==> config.mk <==
export PLATFORM = sky130hd
export DESIGN_NAME = vog_queue
export DESIGN_NICKNAME = d
export VERILOG_FILES = /design/src/rtl/core/vog_pkg.sv /design/src/rtl/core/vog_queue.sv
export SDC_FILE = /design/constraint.sdc
export NUM_CORES = 1
export LEC_CHECK = 0
export BUFFER_PORTS_ARGS = -buffer_cell sky130_fd_sc_hd__buf_2
export CORE_MARGIN = 2
export CORE_UTILIZATION = 50
export DETAILED_ROUTE_END_ITERATION = 6
export PLACE_DENSITY = 0.76
export SLEW_MARGIN = 25
export SYNTH_ARGS = -nofsm -noshare
export SYNTH_HDL_FRONTEND = slang
export SYNTH_SLANG_ARGS = --single-unit
==> constraint.sdc <==
create_clock -name clk -period 3.1 [get_ports clk]
set_clock_uncertainty 0.05 [all_clocks]
set_input_delay 0.155 -clock clk [delete_from_list [all_inputs] [get_ports clk]]
set_output_delay 0.155 -clock clk [all_outputs]
set_load 0.02 [all_outputs]
==> src/rtl/core/vog_pkg.sv <==
// ----------------------------------------------------------------------------
// vog_pkg: shared types and constants of the voxel occupancy grid engine
// Command codes, the queued command record and the configuration record.
// ----------------------------------------------------------------------------
`default_nettype none

package vog_pkg;

    // Coordinates inside the grid in use never exceed 62 (6-bit extents).
    localparam int CW = 6;
    // Width of x*size_y+y and of the full linear address before trimming.
    localparam int RW = 12;
    localparam int FW = 18;

    localparam int QDEPTH = 2;
    localparam int QAW    = 1;

    localparam logic [2:0] OP_CLEAR  = 3'd0;
    localparam logic [2:0] OP_WRITE  = 3'd1;
    localparam logic [2:0] OP_QUERY  = 3'd2;
    localparam logic [2:0] OP_FILL   = 3'd3;
    localparam logic [2:0] OP_INFL   = 3'd4;
    localparam logic [2:0] OP_QINF   = 3'd5;

    localparam logic [1:0] REG_SIZE_X = 2'd0;
    localparam logic [1:0] REG_SIZE_Y = 2'd1;
    localparam logic [1:0] REG_SIZE_Z = 2'd2;
    localparam logic [1:0] REG_RADIUS = 2'd3;

    typedef struct packed {
        logic [CW-1:0] ux;
        logic [CW-1:0] uy;
        logic [CW-1:0] uz;
        logic [3:0]    rad;
    } cfg_t;

    // One classified command. x/y/z carry the voxel, or the clamped low
    // corner of a box; hx/hy/hz the clamped high corner.
    typedef struct packed {
        logic [2:0]    op;
        logic          in_grid;
        logic          box_empty;
        logic          wv;
        logic [CW-1:0] x;
        logic [CW-1:0] y;
        logic [CW-1:0] z;
        logic [CW-1:0] hx;
        logic [CW-1:0] hy;
        logic [CW-1:0] hz;
    } cmd_t;

    function automatic logic [CW-1:0] clamp_size(input logic [CW-1:0] v, input int dim);
        logic [CW-1:0] r;
        if (v == '0)
        begin
            r = CW'(1);
        end
        else if (32'(v) > dim)
        begin
            r = CW'(dim);
        end
        else
        begin
            r = v;
        end
        return r;
    endfunction

    function automatic logic [9:0] sq5(input logic signed [4:0] v);
        logic signed [9:0] p;
        p = v * v;
        return 10'(p);
    endfunction

endpackage

`default_nettype wire

==> src/rtl/core/vog_queue.sv <==
// ----------------------------------------------------------------------------
// vog_queue: short command queue
// Two-entry queue between the classifying front and the executing back.
// ----------------------------------------------------------------------------
`default_nettype none

module vog_queue
    import vog_pkg::*;
(
    input  wire logic clk,
    input  wire logic rst_n,
    input  wire logic push,
    input  wire cmd_t din,
    input  wire logic pop,
    output cmd_t      dout,
    output logic      full,
    output logic      empty
);

    cmd_t           mem_reg [QDEPTH];
    logic [QAW-1:0] wr_ptr_reg;
    logic [QAW-1:0] rd_ptr_reg;
    logic [QAW:0]   count_reg;

    always_ff @(posedge clk)
    begin
        if (push)
        begin
            mem_reg[wr_ptr_reg] <= din;
        end
    end

    always_ff @(posedge clk or negedge rst_n)
    begin
        if (!rst_n)
        begin
            wr_ptr_reg <= '0;
            rd_ptr_reg <= '0;
            count_reg  <= '0;
        end
        else
        begin
            if (push)
            begin
                wr_ptr_reg <= wr_ptr_reg + 1'b1;
            end
            if (pop)
            begin
                rd_ptr_reg <= rd_ptr_reg + 1'b1;
            end
            if (push && !pop)
            begin
                count_reg <= count_reg + 1'b1;
            end
            else if (pop && !push)
            begin
                count_reg <= count_reg - 1'b1;
            end
        end
    end

    assign dout  = mem_reg[rd_ptr_reg];
    assign full  = (count_reg == (QAW+1)'(QDEPTH));
    assign empty = (count_reg == '0);

endmodule

`default_nettype wire

== Word level (Yosys, flattened, before mapping) ==
Memories as Yosys holds them, arrays and structs flattened.
Cells that the tools add are included.
Word-level totals
  bits in registers: 4
  RAM bits: 84
  bits of input ports: 46
  logic and storage cells: 19
  memories: 1
Memories
  mem_reg: words 2, bits a word 42, rd ports 1, clocked after Yosys merged registers in 0, write ports 1, line vog_queue.sv:20  | cmd_t mem_reg [QDEPTH];
Cells by class
  $add $sub $neg: 4
  equal/unequal tests: 1
  muxes and demuxes: 4
  reduce and logical (&&, ||, !) cells: 6
Operator list (count)
  two-way mux 2 bit: 2
  adder 1 bit (second input constant): 2
  adder 2 x 1 -> 2 bit (second input constant): 1
  == test 2 bit (second input constant): 1
  logical AND 1 bit: 2
  logical NOT 1 bit: 2
  logical NOT 2 bit: 1
  two-way mux 1 bit: 2
  nonzero test 2 bit: 1
  subtractor 2 x 1 -> 2 bit (second input constant): 1

== Logic depth before layout (Yosys ltp) ==
  depth after elaboration: 4
  depth in mapped cells: 5
  gate-level depth less buffers: 5

== Worst setup path before layout ==
OpenSTA, ideal clock, no wires.
  path kind: flip-flop to flip-flop
  start point: register wr_ptr_reg
  end point: memory mem_reg[0][0] (netlist bit), enable pin
  library setup time: 446 ps
  arrival time: 2281 ps
  path slack: 323 ps
  stages on the path, launching flop included: 2
  path through: dfrtp_1 > nor2b_1
RTL lines
  from (decl): line vog_queue.sv:21  | logic [QAW-1:0] wr_ptr_reg;
  from (signal assigned): line vog_queue.sv:45  | wr_ptr_reg <= wr_ptr_reg + 1'b1;
  to (decl): line vog_queue.sv:20
No word-level cell before the write port.

==> results.toml <==
[die]
io-pin-count = 90
coreArea_um2 = 6719
fp.dieH_um = 86.70
dieArea_um2 = 7517
rows = 30
initial_core_util_pct = 50.89
die-width_um = 86.70

[route]
ant_nets = 0
routed-via-count = 1776
viasPerCell = 4.749
drt-initial-drc-count = 77
drt_first_pass_iters = 4
wire_per_inst_um = 15.26
drc = 0
totalWireLength_mm = 5.707

[synth]
syn_inst = 147
ys.warnings.count = 0
synth_area_leaders = "edfxtp_1, mux2_4, dfrtp_1"
yosys.area_share.adder_pct = 0.3659
synth.avg_cell_area_um2 = 23.26
yosysTopAreaCell = "edfxtp_1"
syn_nets = 194
synthSimpleGateAreaFrac_pct = 0.7684
synth_top_area_share_pct = 73.77
yosysSeqAreaShare_pct = 76.69
synth.cell_area_um2 = 3420
synth-compound-area-share_pct = 0
synth_top_family_by_area = "multiplexers"
synthMuxAreaShare_pct = 18.11
synth-xor-area-share_pct = 1.281
ys_types = 13
ys_seq_elements = 88

[power]
p_clk_share_pct = 19.0
intPower_mw = 2.593
share_seq_of_total_power_pct = 45.7
power_switching_share_pct = 31.72
netSwitchingPower_mw = 1.205
power_mw = 3.797
p_comb_share_pct = 35.4
p_leak_nw = 1.857
power.density_nw_per_um2 = 837.4
vdd_drop_max_mv = 0.5656

[placed_design]
finalWeightedCongestion = 0.6517
place_area_um2 = 3906
dp_hpwl_mm = 3.390
io_buffers = 89

[global_routing]
grt_pass1_wl_mm = 8.832
grt_overflow = 0
grt_max_degree = 43
first_global_vias = 1928
grt_util_all_layers_pct = 16.01
antenna_found_initial = 0

[cts]
clock_latency_ns = 0.34
htree_levels = 3
cts_tree = "built"
cts_buffers = 9
clk_pin_slew_worst_paths_ns = 0.08
postCtsSetupRepairBufs = 0
clockBufferDepth = 2
cts.sinks = 88
root_buffer = "clkbuf_8"

[final_layout]
final_area_um2 = 4534
largest_reg_flops = 84
fin_nets = 337
fin_util_pct = 67.49
num-fill-cells = 465
area_growth_pct = 32.60
diodes = 0
post_route_cells_drive_above_1_share_pct = 50.34

[worst_setup_path]
cp_data_arrival_time_ns = 2.05
crit_path_start_kind = "flop"
crit_required_ns = 2.89
r2r-start = "wr_ptr_reg"
startpoint = "rd_ptr_reg"
crit_type = "flop to primary output"
crit_fanout = 24
cp-end-kind = "primary output"

[timing]
slew_violations = 0
maxSlewHeadroom_pct = 50.43
setup_tns_ns = 0
worst_pin_slew_ns = 0.7436
rsz0062_at_grt = "no"
period_share_pct = 72.90
max_freq_ghz = 0.4425
setup_viol = 0
min_period_ns = 2.260
worst_hold_slack_ns = 0.09623
hold_viol_final = 0

[worst_hold_path]
min_path_type = "input pin to asynchronous set/reset pin"

[run_status]
run_status = "finished clean"

[flow_run]
drv_cap = 0
synthesized netlist by cell type:
cell type / count
xor2_1: 4
mux2_2: 3
buf_6: 1
dfrtp_1: 4
and2_1: 1
nor2_1: 2
nor2b_1: 2
buf_12: 4
xnor2_1: 1
mux2_4: 39
inv_1: 1
edfxtp_1: 84
ha_1: 1
through the flow:
stage / instances / worst slack, ns
floorplan: 147 / 0.3226
global route: 374 / 0.7326
CTS: 374 / 0.8144
global placement: 314 / 1.203
finish: 374 / 0.8402
detailed placement: 314 / 1.197
per-layer routing:
layer | routed length [um] | vias up | track usage (%)
li1 | - | 854 | -
met1 | 2322 | 845 | 18.55
met4 | 113 | 0 | 7.813
met3 | 322 | 12 | 5.238
met5 | 0 | - | 0
met2 | 2948 | 65 | 26.85
critical path, cell delays in order (launching register included):
cell and delay, ns:
dfrtp_2 0.86, buf_4 0.36, mux2_4 0.33, buf_2 0.16
cells in the final DEF (no fill, tap or decap), drive strengths merged:
master | netlist | layout
buf | 5 | 92
edfxtp | 84 | 84
dlygate4sd3 | 0 | 45
mux2 | 42 | 42
clkbuf | 0 | 10
xor2 | 4 | 4
dfrtp | 4 | 4
clkinv | 0 | 3
nor2 | 2 | 2
nor2b | 2 | 2
inv | 1 | 1
and2 | 1 | 1
xnor2 | 1 | 1
ha | 1 | 1
clkinvlp | 0 | 1
bufinv | 0 | 1
cell type report:
cell class	instances	area, um^2	area share (%)
timing repair buffer	137	918.4	20.25
clock inverter	5	48.80	1.076
inverter	1	3.754	0.08278
multi-input combinational	53	711.9	15.70
clock buffer	10	127.6	2.815
sequential	88	2624	57.86
tap	80	100.1	2.208
path summary, 6_finish.rpt:
kind	to	slack, ns	depth (start not counted)
max	dout[19]	0.84	3
min	rd_ptr_reg	0.1	2
max reg2reg	mem_reg[0][35]	1.48	2
min reg2reg	count_reg[1]	0.45	1
max in group asynchronous	rd_ptr_reg	2.76	2
min in group clk	count_reg[1]	0.45	1
power groups by stage:
stage / Sequential, mW / Combinational [mW] / Clock [mW]
floorplan: 1.67 / 1.14 / 0
global placement: 1.75 / 1.30 / 0
detailed placement: 1.77 / 1.31 / 0
CTS: 1.74 / 1.35 / 0.735
global route: 1.77 / 1.42 / 0.785
finish: 1.73 / 1.34 / 0.720
cells by family after synthesis:
group / after synthesis
DFF: 88
buffers and inverters: 6
and+or+nand+nor: 5
muxes: 42
xor gates and xnor gates: 5
adders and majority gates: 1
what timing repair did:
item	in CTS	in global routing
setup endpoints to repair	0	0
hold buffers	45	0
endpoints found under the hold margin	90	0
resized for setup	0	0
Note: power is estimated with default switching activity, not from simulation.
