### src/rtl/core/vog_pkg.sv
// ----------------------------------------------------------------------------
// vog_pkg: shared types and constants of the voxel occupancy grid engine
// Command codes, the queued command record and the configuration record.
// ----------------------------------------------------------------------------
`default_nettype none

package vog_pkg;

    // Coordinates inside the grid in use never exceed 62 (6-bit extents).
    localparam int CW = 6;
    // Width of x*size_y+y and of the full linear address before trimming.
    localparam int RW = 12;
    localparam int FW = 18;

    localparam int QDEPTH = 2;
    localparam int QAW    = 1;

    localparam logic [2:0] OP_CLEAR  = 3'd0;
    localparam logic [2:0] OP_WRITE  = 3'd1;
    localparam logic [2:0] OP_QUERY  = 3'd2;
    localparam logic [2:0] OP_FILL   = 3'd3;
    localparam logic [2:0] OP_INFL   = 3'd4;
    localparam logic [2:0] OP_QINF   = 3'd5;

    localparam logic [1:0] REG_SIZE_X = 2'd0;
    localparam logic [1:0] REG_SIZE_Y = 2'd1;
    localparam logic [1:0] REG_SIZE_Z = 2'd2;
    localparam logic [1:0] REG_RADIUS = 2'd3;

    typedef struct packed {
        logic [CW-1:0] ux;
        logic [CW-1:0] uy;
        logic [CW-1:0] uz;
        logic [3:0]    rad;
    } cfg_t;

    // One classified command. x/y/z carry the voxel, or the clamped low
    // corner of a box; hx/hy/hz the clamped high corner.
    typedef struct packed {
        logic [2:0]    op;
        logic          in_grid;
        logic          box_empty;
        logic          wv;
        logic [CW-1:0] x;
        logic [CW-1:0] y;
        logic [CW-1:0] z;
        logic [CW-1:0] hx;
        logic [CW-1:0] hy;
        logic [CW-1:0] hz;
    } cmd_t;

    function automatic logic [CW-1:0] clamp_size(input logic [CW-1:0] v, input int dim);
        logic [CW-1:0] r;
        if (v == '0)
        begin
            r = CW'(1);
        end
        else if (32'(v) > dim)
        begin
            r = CW'(dim);
        end
        else
        begin
            r = v;
        end
        return r;
    endfunction

    function automatic logic [9:0] sq5(input logic signed [4:0] v);
        logic signed [9:0] p;
        p = v * v;
        return 10'(p);
    endfunction

endpackage

`default_nettype wire

### src/rtl/core/vog_front.sv
// ----------------------------------------------------------------------------
// vog_front: request intake and classification
// Checks bounds, clamps box corners and queues one command per request.
// ----------------------------------------------------------------------------
`default_nettype none

module vog_front
    import vog_pkg::*;
(
    input  wire logic              in_valid,
    output logic                   in_ready,
    input  wire logic [2:0]        opcode,
    input  wire logic signed [7:0] ax,
    input  wire logic signed [7:0] ay,
    input  wire logic signed [7:0] az,
    input  wire logic signed [7:0] bx,
    input  wire logic signed [7:0] by_corner,
    input  wire logic signed [7:0] bz,
    input  wire logic              write_value,
    input  wire cfg_t              cfg,
    input  wire logic              q_full,
    output logic                   q_push,
    output cmd_t                   q_cmd
);

    logic signed [8:0] lo_x, lo_y, lo_z;
    logic signed [8:0] hi_x, hi_y, hi_z;
    logic signed [8:0] top_x, top_y, top_z;
    logic              is_fill;

    // Highest index in use along each axis.
    assign top_x = $signed({3'b000, cfg.ux}) - 9'sd1;
    assign top_y = $signed({3'b000, cfg.uy}) - 9'sd1;
    assign top_z = $signed({3'b000, cfg.uz}) - 9'sd1;

    assign lo_x = ax[7] ? 9'sd0 : 9'(ax);
    assign lo_y = ay[7] ? 9'sd0 : 9'(ay);
    assign lo_z = az[7] ? 9'sd0 : 9'(az);
    assign hi_x = (9'(bx) > top_x) ? top_x : 9'(bx);
    assign hi_y = (9'(by_corner) > top_y) ? top_y : 9'(by_corner);
    assign hi_z = (9'(bz) > top_z) ? top_z : 9'(bz);

    assign is_fill  = (opcode == OP_FILL);
    assign in_ready = !q_full;
    assign q_push   = in_valid && !q_full;

    always_comb
    begin
        q_cmd.op        = opcode;
        q_cmd.wv        = write_value;
        q_cmd.in_grid   = (9'(ax) >= 9'sd0) && (9'(ax) <= top_x)
                       && (9'(ay) >= 9'sd0) && (9'(ay) <= top_y)
                       && (9'(az) >= 9'sd0) && (9'(az) <= top_z);
        q_cmd.box_empty = (lo_x > hi_x) || (lo_y > hi_y) || (lo_z > hi_z);
        q_cmd.x         = is_fill ? CW'(lo_x) : CW'(ax);
        q_cmd.y         = is_fill ? CW'(lo_y) : CW'(ay);
        q_cmd.z         = is_fill ? CW'(lo_z) : CW'(az);
        q_cmd.hx        = CW'(hi_x);
        q_cmd.hy        = CW'(hi_y);
        q_cmd.hz        = CW'(hi_z);
    end

endmodule

`default_nettype wire

### config.mk
export PLATFORM = sky130hd
export DESIGN_NAME = vog_front
export DESIGN_NICKNAME = d
export VERILOG_FILES = /design/src/rtl/core/vog_pkg.sv /design/src/rtl/core/vog_front.sv
export SDC_FILE = /design/constraint.sdc
export NUM_CORES = 1
export LEC_CHECK = 0
export BUFFER_PORTS_ARGS = -buffer_cell sky130_fd_sc_hd__buf_2
export CAP_MARGIN = 5
export CORE_ASPECT_RATIO = 0.6
export CORE_MARGIN = 2
export CORE_UTILIZATION = 46
export DETAILED_ROUTE_END_ITERATION = 7
export PLACE_DENSITY = 0.93
export SYNTH_ARGS = -nofsm -noshare
export SYNTH_HDL_FRONTEND = slang
export SYNTH_SLANG_ARGS = --single-unit
### constraint.sdc
create_clock -name vclk -period 4.6
set_input_delay 0.23 -clock vclk [all_inputs]
set_output_delay 0.23 -clock vclk [all_outputs]
set_load 0.02 [all_outputs]
# --- Word level (Yosys, flattened, before mapping) ---
# Cells that the tools add are included.
classes:
  add_sub_neg: 3
  multipliers: 0
  div_mod_pow: 0
  order_cmp: 12
  eq_ne: 1
  shift: 0
  muxes: 9
  n_bitwise: 0
  reduce_logical: 9
ops:
  columns: ["op", "count"]
  rows:
  - ["$gt 8x9->1", 3]
  - ["$mux 9", 3]
  - ["$ge 8x1->1 const B", 3]
  - ["$gt 8x7->1", 3]
  - ["$le 8x7->1", 3]
  - ["$mux 7", 3]
  - ["$sub 6x1->7 const B", 3]
  - ["$mux 6", 3]
  - ["$logic_and 1x1->1", 6]
  - ["$eq 3x2->1 const B", 1]
  - ["$logic_or 1x1->1", 2]
  - ["$logic_not 1->1", 1]
word_totals:
  ff_bits: 0
  latch_bits: 0
  mem_bits_rw: 0
  rom_bits: 0
  in_bits: 76
  out_inout_bits: 44
  word_cells: 34
  n_memories: 0

# --- Logic depth before layout (Yosys ltp) ---
# Gate-level depths: netlist (run 1).
depth:
  word_depth: 7
  depth_mapped: 23
  mapped_depth_nobuf: 22

# --- Worst setup path before layout (run 1) ---
# No wires, ideal clock.
synth_path:
  path_kind: "input to output"
  from: "input port cfg[6] (netlist name)"
  to: "output port q_cmd[37] (netlist name)"
  arrival_time_ps: 4626
  t_required_ps: 4370
  slack_ps: -256
  path_stages: 21
  path_buffers: 1
  cell_sequence: "nor3_1 > nor3b_1 > xor2_1 > inv_1 > ha_1 > a211oi_1 > a31oi_1 > o311ai_0 > o21a_1 > clkbuf_1 > nor2_1 > a21oi_1 > ha_1 > nor2b_1 > o21a_1 > o21a_1 > o21ai_0 > a21oi_1 > or4_1 > a2111oi_4 > nand4_1"
synth_rtl:
  columns: ["element", "line_no", "text"]
  rows:
  - ["start, declared", "vog_front.sv:20", "input wire cfg_t cfg,"]
  - ["end, declared", "vog_front.sv:23", "output cmd_t q_cmd"]

==> results.json, run 1 <==
{
  "num_vias": 3573,
  "design.seq.count": 0,
  "drt_iter0_markers": 311,
  "final-setup-viol-count": 1,
  "syn_area_per_cell_um2": 7.19,
  "die_h_um": 62.9,
  "ioPinCount": 120,
  "track_usage_pct": 28.1,
  "synth_most_common_cell": "ha_1",
  "gp_congestion": 0.925,
  "areaGrowthSynthToFinish_pct": 62.6,
  "path_class": "primary input to output pin",
  "slew_headroom_pct": 61.9,
  "timing.final.ws_setup_ns": -0.0516,
  "die_w_um": 102,
  "crit_required_ns": 4.37,
  "grt_start_max_net_pins": 13,
  "seq_area_um2": 0,
  "yosysWarnings": 0,
  "hp-start": "write_value",
  "synthCells": 370,
  "cp.arrival_ns": 4.42,
  "dpl-instance-area_um2": 3630,
  "yosysTopAreaCellShare_pct": 31.0,
  "leakagePower_nw": 2.18,
  "ys_top_cells_by_area": "ha_1 (31%), o21a_1 (6.8%), inv_1 (6.2%)",
  "wl_um": 10800,
  "status": "finished with violations",
  "cpMaxStageDelayCell": "or4_4",
  "die_area_um2": 6430,
  "final_nets": 692,
  "ys_top_cells_by_count": "ha_1 (66), inv_1 (44), nor2b_1 (26)",
  "rsz0062_at_grt": "true",
  "final_util_pct": 77.7,
  "yosysSeqAreaShare_pct": 0,
  "hold_path_depth": 0,
  "hold_viol": 0,
  "crit_fanout": 7,
  "dpl.hpwl_um": 7240,
  "setup.worst_path.end_class": "output pin",
  "grt_pass1_wl_um": 15000,
  "period_minus_slack_ns": 4.65,
  "grt_pass1_vias": 3433,
  "wl_per_cell_um": 17.2,
  "powerDensity_nw_per_um2": 141,
  "antenna_cells": 0,
  "fill_cells": 357,
  "critPathTopFamily": "simple AND/OR/NAND/NOR gates",
  "tightest_slew_ns": 0.568,
  "finalPower_w": 0.000608,
  "dr.pass1.iters": 5,
  "overflow": 0,
  "min_path_type": "primary input to output pin",
  "post-route-period-util_pct": 101,
  "syn-num-nets": 512,
  "clkbuf_count": 0,
  "initial_utilization_pct": 47.8,
  "drc": 0,
  "path_buf_inv": 6,
  "path_depth": 23,
  "placeableCoreArea_um2": 5570,
  "ant_nets": 0,
  "antenna_found_initial": 0,
  "violations": "negative setup slack",
  "vias_per_cell": 5.69,
  "fmax_mhz": 215,
  "path_cells": "buf_2 > inv_2 > ha_4 > xor2_1 > inv_1 > ha_4 > nand3_4 > o22ai_2 > nor2_1 > or3b_4 > a31oi_4 > buf_8 > buf_4 > nand2_1 > o21ai_1 > ha_1 > nand2_1 > nor2_1 > o22ai_1 > or4_4 > a2111oi_4 > nand4_1 > buf_6",
  "syn_area_um2": 2660,
  "synth_area_leader_cell": "ha_1",
  "hold_end": "q_cmd[36]",
  "design_area_um2": 4330,
  "max-cap-violations": 0,
  "port_buffers": 114,
  "cp-start-kind": "primary input",
  "drv_slew": 0,
  "synth_cell_types": 53,
  "rows": 21,
  "drive_above_1_share_pct": 48.2,
  "cp_slowest_stage_delay_ns": 0.54,
  "vdd_drop_max_mv": 0.0807
}
[cells by family after synthesis]
kind of cell / count (synthesis) / synth area share [%]
and+or+nand+nor: 135 / 27.4
AOI/OAI and AO/OA: 90 / 24.4
adders and majority gates: 66 / 31.0
buffers and inverters: 58 / 8.93
xor gates and xnor gates: 17 / 6.63
muxes: 4 / 1.60
[power breakdown]
| part | internal (W) | leakage (nW) | switching (W) |
|---|---|---|---|
| clock network | 0 | 0 | 0 |
| logic | 0.000290 | 2.18 | 0.000319 |
| registers | 0 | 0 | 0 |
| total | 0.000290 | 2.18 | 0.000319 |
[layer usage]
| layer | GRT usage, % | vias to the layer above | wire, um |
|---|---|---|---|
| li1 | - | 1672 | - |
| met1 | 35.5 | 1621 | 4340 |
| met2 | 50.2 | 226 | 4950 |
| met3 | 3.47 | 54 | 922 |
| met4 | 6.50 | 0 | 589 |
| met5 | 0 | - | 0 |
[worst max path at each step]
stage	start	end	slack (ns)
after global routing	cfg[18]	q_cmd[37]	-0.22
after CTS	cfg[17]	q_cmd[37]	-0.06
after global placement	cfg[6]	q_cmd[37]	-0.11
final	cfg[11]	q_cmd[37]	-0.05
after floorplan	cfg[16]	q_cmd[37]	0.008
after detailed placement	cfg[16]	q_cmd[37]	-0.26
[cell type report]
class | count | area [um2] | area share [%]
Tap cell | 80 | 100 | 2.31
Inverter | 48 | 185 | 4.28
Timing Repair Buffer | 188 | 1180 | 27.3
Multi-Input combinational cell | 312 | 2860 | 66.1
[cell usage in the layout (no fill, tap or decap), types with 4 or more instances in the layout]
master / synthesis / final
ha_4: 0 / 14
nand3_1: 9 / 8
a211oi_1: 6 / 4
inv_2: 4 / 8
inv_1: 44 / 38
nor2_2: 1 / 4
buf_6: 0 / 7
nor2b_1: 26 / 24
nand2b_1: 6 / 6
nor2_1: 22 / 17
nor3_2: 2 / 4
xnor2_1: 7 / 5
nand2_1: 25 / 21
and2_1: 15 / 15
o21ai_0: 11 / 9
xor2_1: 8 / 8
a21oi_1: 17 / 14
o21a_1: 24 / 22
buf_4: 5 / 71
buf_2: 1 / 108
ha_1: 66 / 49
nand4_1: 8 / 8
[timing repair]
action                                  in CTS  in global routing
endpoints found under the setup margin       1                  1
resized for setup                           39                 55
pin swaps                                   22                 39
hold buffers                                 0                  0
buffers inserted                            18                 12
[metrics by stage]
step	worst slack (ns)	hold slack, ns	TNS [ns]	instances
floorplan	0.00754	0.537	0	370
global placement	-0.109	0.460	-0.109	599
CTS	-0.0580	0.460	-0.0580	617
detailed placement	-0.256	0.460	-0.256	599
global route	-0.223	0.460	-0.223	628
finish	-0.0516	0.460	-0.0516	628
Power figures use the tool's default switching activity.
==> run 2: changes to the inputs <==
--- a/config.mk
+++ b/config.mk
@@ -9,9 +9,10 @@
 export CAP_MARGIN = 5
 export CORE_ASPECT_RATIO = 0.6
 export CORE_MARGIN = 2
-export CORE_UTILIZATION = 46
+export CORE_UTILIZATION = 54
 export DETAILED_ROUTE_END_ITERATION = 7
-export PLACE_DENSITY = 0.93
+export PLACE_DENSITY = 0.95
+export REMOVE_ABC_BUFFERS = 1
 export SYNTH_ARGS = -nofsm -noshare
 export SYNTH_HDL_FRONTEND = slang
 export SYNTH_SLANG_ARGS = --single-unit
==> constraint.sdc (replaced) <==
create_clock -name vclk -period 5.7
set_input_delay 0.285 -clock vclk [all_inputs]
set_output_delay 0.285 -clock vclk [all_outputs]
set_load 0.02 [all_outputs]
==> results.json, run 2 (synthesized netlist as in run 1, its figures left out) <==
{
  "met3_length_um": 636,
  "status": "finished, final reports clean",
  "met2_length_um": 3440,
  "mostFrequentLayoutCell": "buf_2",
  "num_vias": 3067,
  "grt_pass1_wl_um": 12300,
  "grt_start_max_net_pins": 17,
  "wl_per_cell_um": 14.1,
  "finalHoldWorstSlack_ns": 0.570,
  "ctsHoldBuffers": 0,
  "design.seq.count": 0,
  "clkPwrFrac_pct": 0,
  "grt_pass1_vias": 2789,
  "cp-start-kind": "primary input",
  "dpl-instance-area_um2": 3270,
  "final_cell_mix": "buf_2 (114), ha_1 (66), inv_1 (44)",
  "rows": 19,
  "period_minus_slack_ns": 5.41,
  "crit_required_ns": 5.41,
  "leakagePower_nw": 1.75,
  "final_nets": 620,
  "seq_area_um2": 0,
  "pwr-share-seq_pct": 0,
  "multi_input_area_um2": 2420,
  "rsz0062_at_grt": "false",
  "tightest_slew_ns": 0.625,
  "netSwitchingFraction_pct": 57.4,
  "ioPinCount": 120,
  "drv_slew": 0,
  "power.switching_w": 0.000196,
  "post-route-period-util_pct": 94.9,
  "fmax_mhz": 185,
  "dr.pass1.iters": 5,
  "post-cts-setup-buffers": 0,
  "port_buffers": 114,
  "final-setup-viol-count": 0,
  "track_usage_pct": 26.9,
  "gp_congestion": 0.888,
  "dpl.hpwl_um": 6760,
  "drc": 0,
  "finalPower_w": 0.000342,
  "crit_fanout": 4,
  "path_class": "primary input to output pin",
  "placeableCoreArea_um2": 4660,
  "min_path_type": "primary input to output pin",
  "ant_nets": 0,
  "clkbuf_count": 0,
  "p_int_w": 0.000146,
  "powerDensity_nw_per_um2": 105,
  "combPwrFrac_pct": 100.0,
  "overflow": 0,
  "top_layer_used": "met4",
  "setup.worst_path.end_class": "output pin",
  "initial_utilization_pct": 57.1,
  "cts-resized-gates": 0,
  "antenna_found_initial": 0,
  "drive_above_1_share_pct": 27.5,
  "die_area_um2": 5520,
  "design_area_um2": 3270,
  "slew_headroom_pct": 57.2,
  "vdd_drop_max_mv": 0.0562,
  "cp.arrival_ns": 5.13,
  "max-cap-violations": 0,
  "hold_viol": 0,
  "die_h_um": 58.4,
  "wl_um": 7600,
  "antenna_cells": 0,
  "drt_iter0_markers": 184,
  "tns_ns": 0,
  "fill_cells": 399,
  "vias_per_cell": 5.69,
  "die_w_um": 94.6,
  "areaGrowthSynthToFinish_pct": 22.8,
  "met1_length_um": 3470
}
## run 2: final timing paths
check,slack [ns],startpoint,cells after the start,endpoint
setup / recovery,0.29,cfg[10],21,q_cmd[37]
hold / removal,0.57,write_value,0,q_cmd[36]
## run 2: power groups by stage
stage,registers (W),logic (W),clock network [W]
2_1_floorplan,0,0.000222,0
3_3_place_gp,0,0.000322,0
3_5_place_dp,0,0.000336,0
4_1_cts,0,0.000338,0
5_1_grt,0,0.000379,0
6_report,0,0.000342,0
## run 2: through the flow
step | cells | util, % | setup slack [ns]
2_1_floorplan | 360 | - | 0.864
3_3_place_gp | 539 | 70.1 | 0.533
3_5_place_dp | 539 | 70.1 | 0.401
4_1_cts | 539 | 70.1 | 0.390
5_1_grt | 539 | 70.2 | 0.00309
6_report | 539 | 70.2 | 0.289
## run 2: final cells by class
type,count,area share [%]
multi-input combinational,312,74.2
timing repair buffer,116,17.9
inverter,48,5.51
tap,63,2.41
## run 2: critical path: stages
cell and delay [ns]:
buf_2 0.12, inv_1 0.14, ha_1 0.20, nand2_1 0.10, nor3_1 0.34, inv_1 0.20
ha_1 0.35, nand3_1 0.11, or3b_1 0.42, a31oi_2 0.23, mux2_1 0.39, ha_1 0.32
nor2b_1 0.13, o21a_1 0.16, o21a_1 0.16, o21ai_1 0.24, nor3_1 0.10, or4_1 0.53
a2111oi_4 0.24, nand4_1 0.16, buf_2 0.19
## run 2: routing by layer
metal,global-route usage (%),up-vias
met1,37.7,1386
met4,2.07,0
met5,0,-
met2,49.2,143
li1,-,1534
met3,0,4
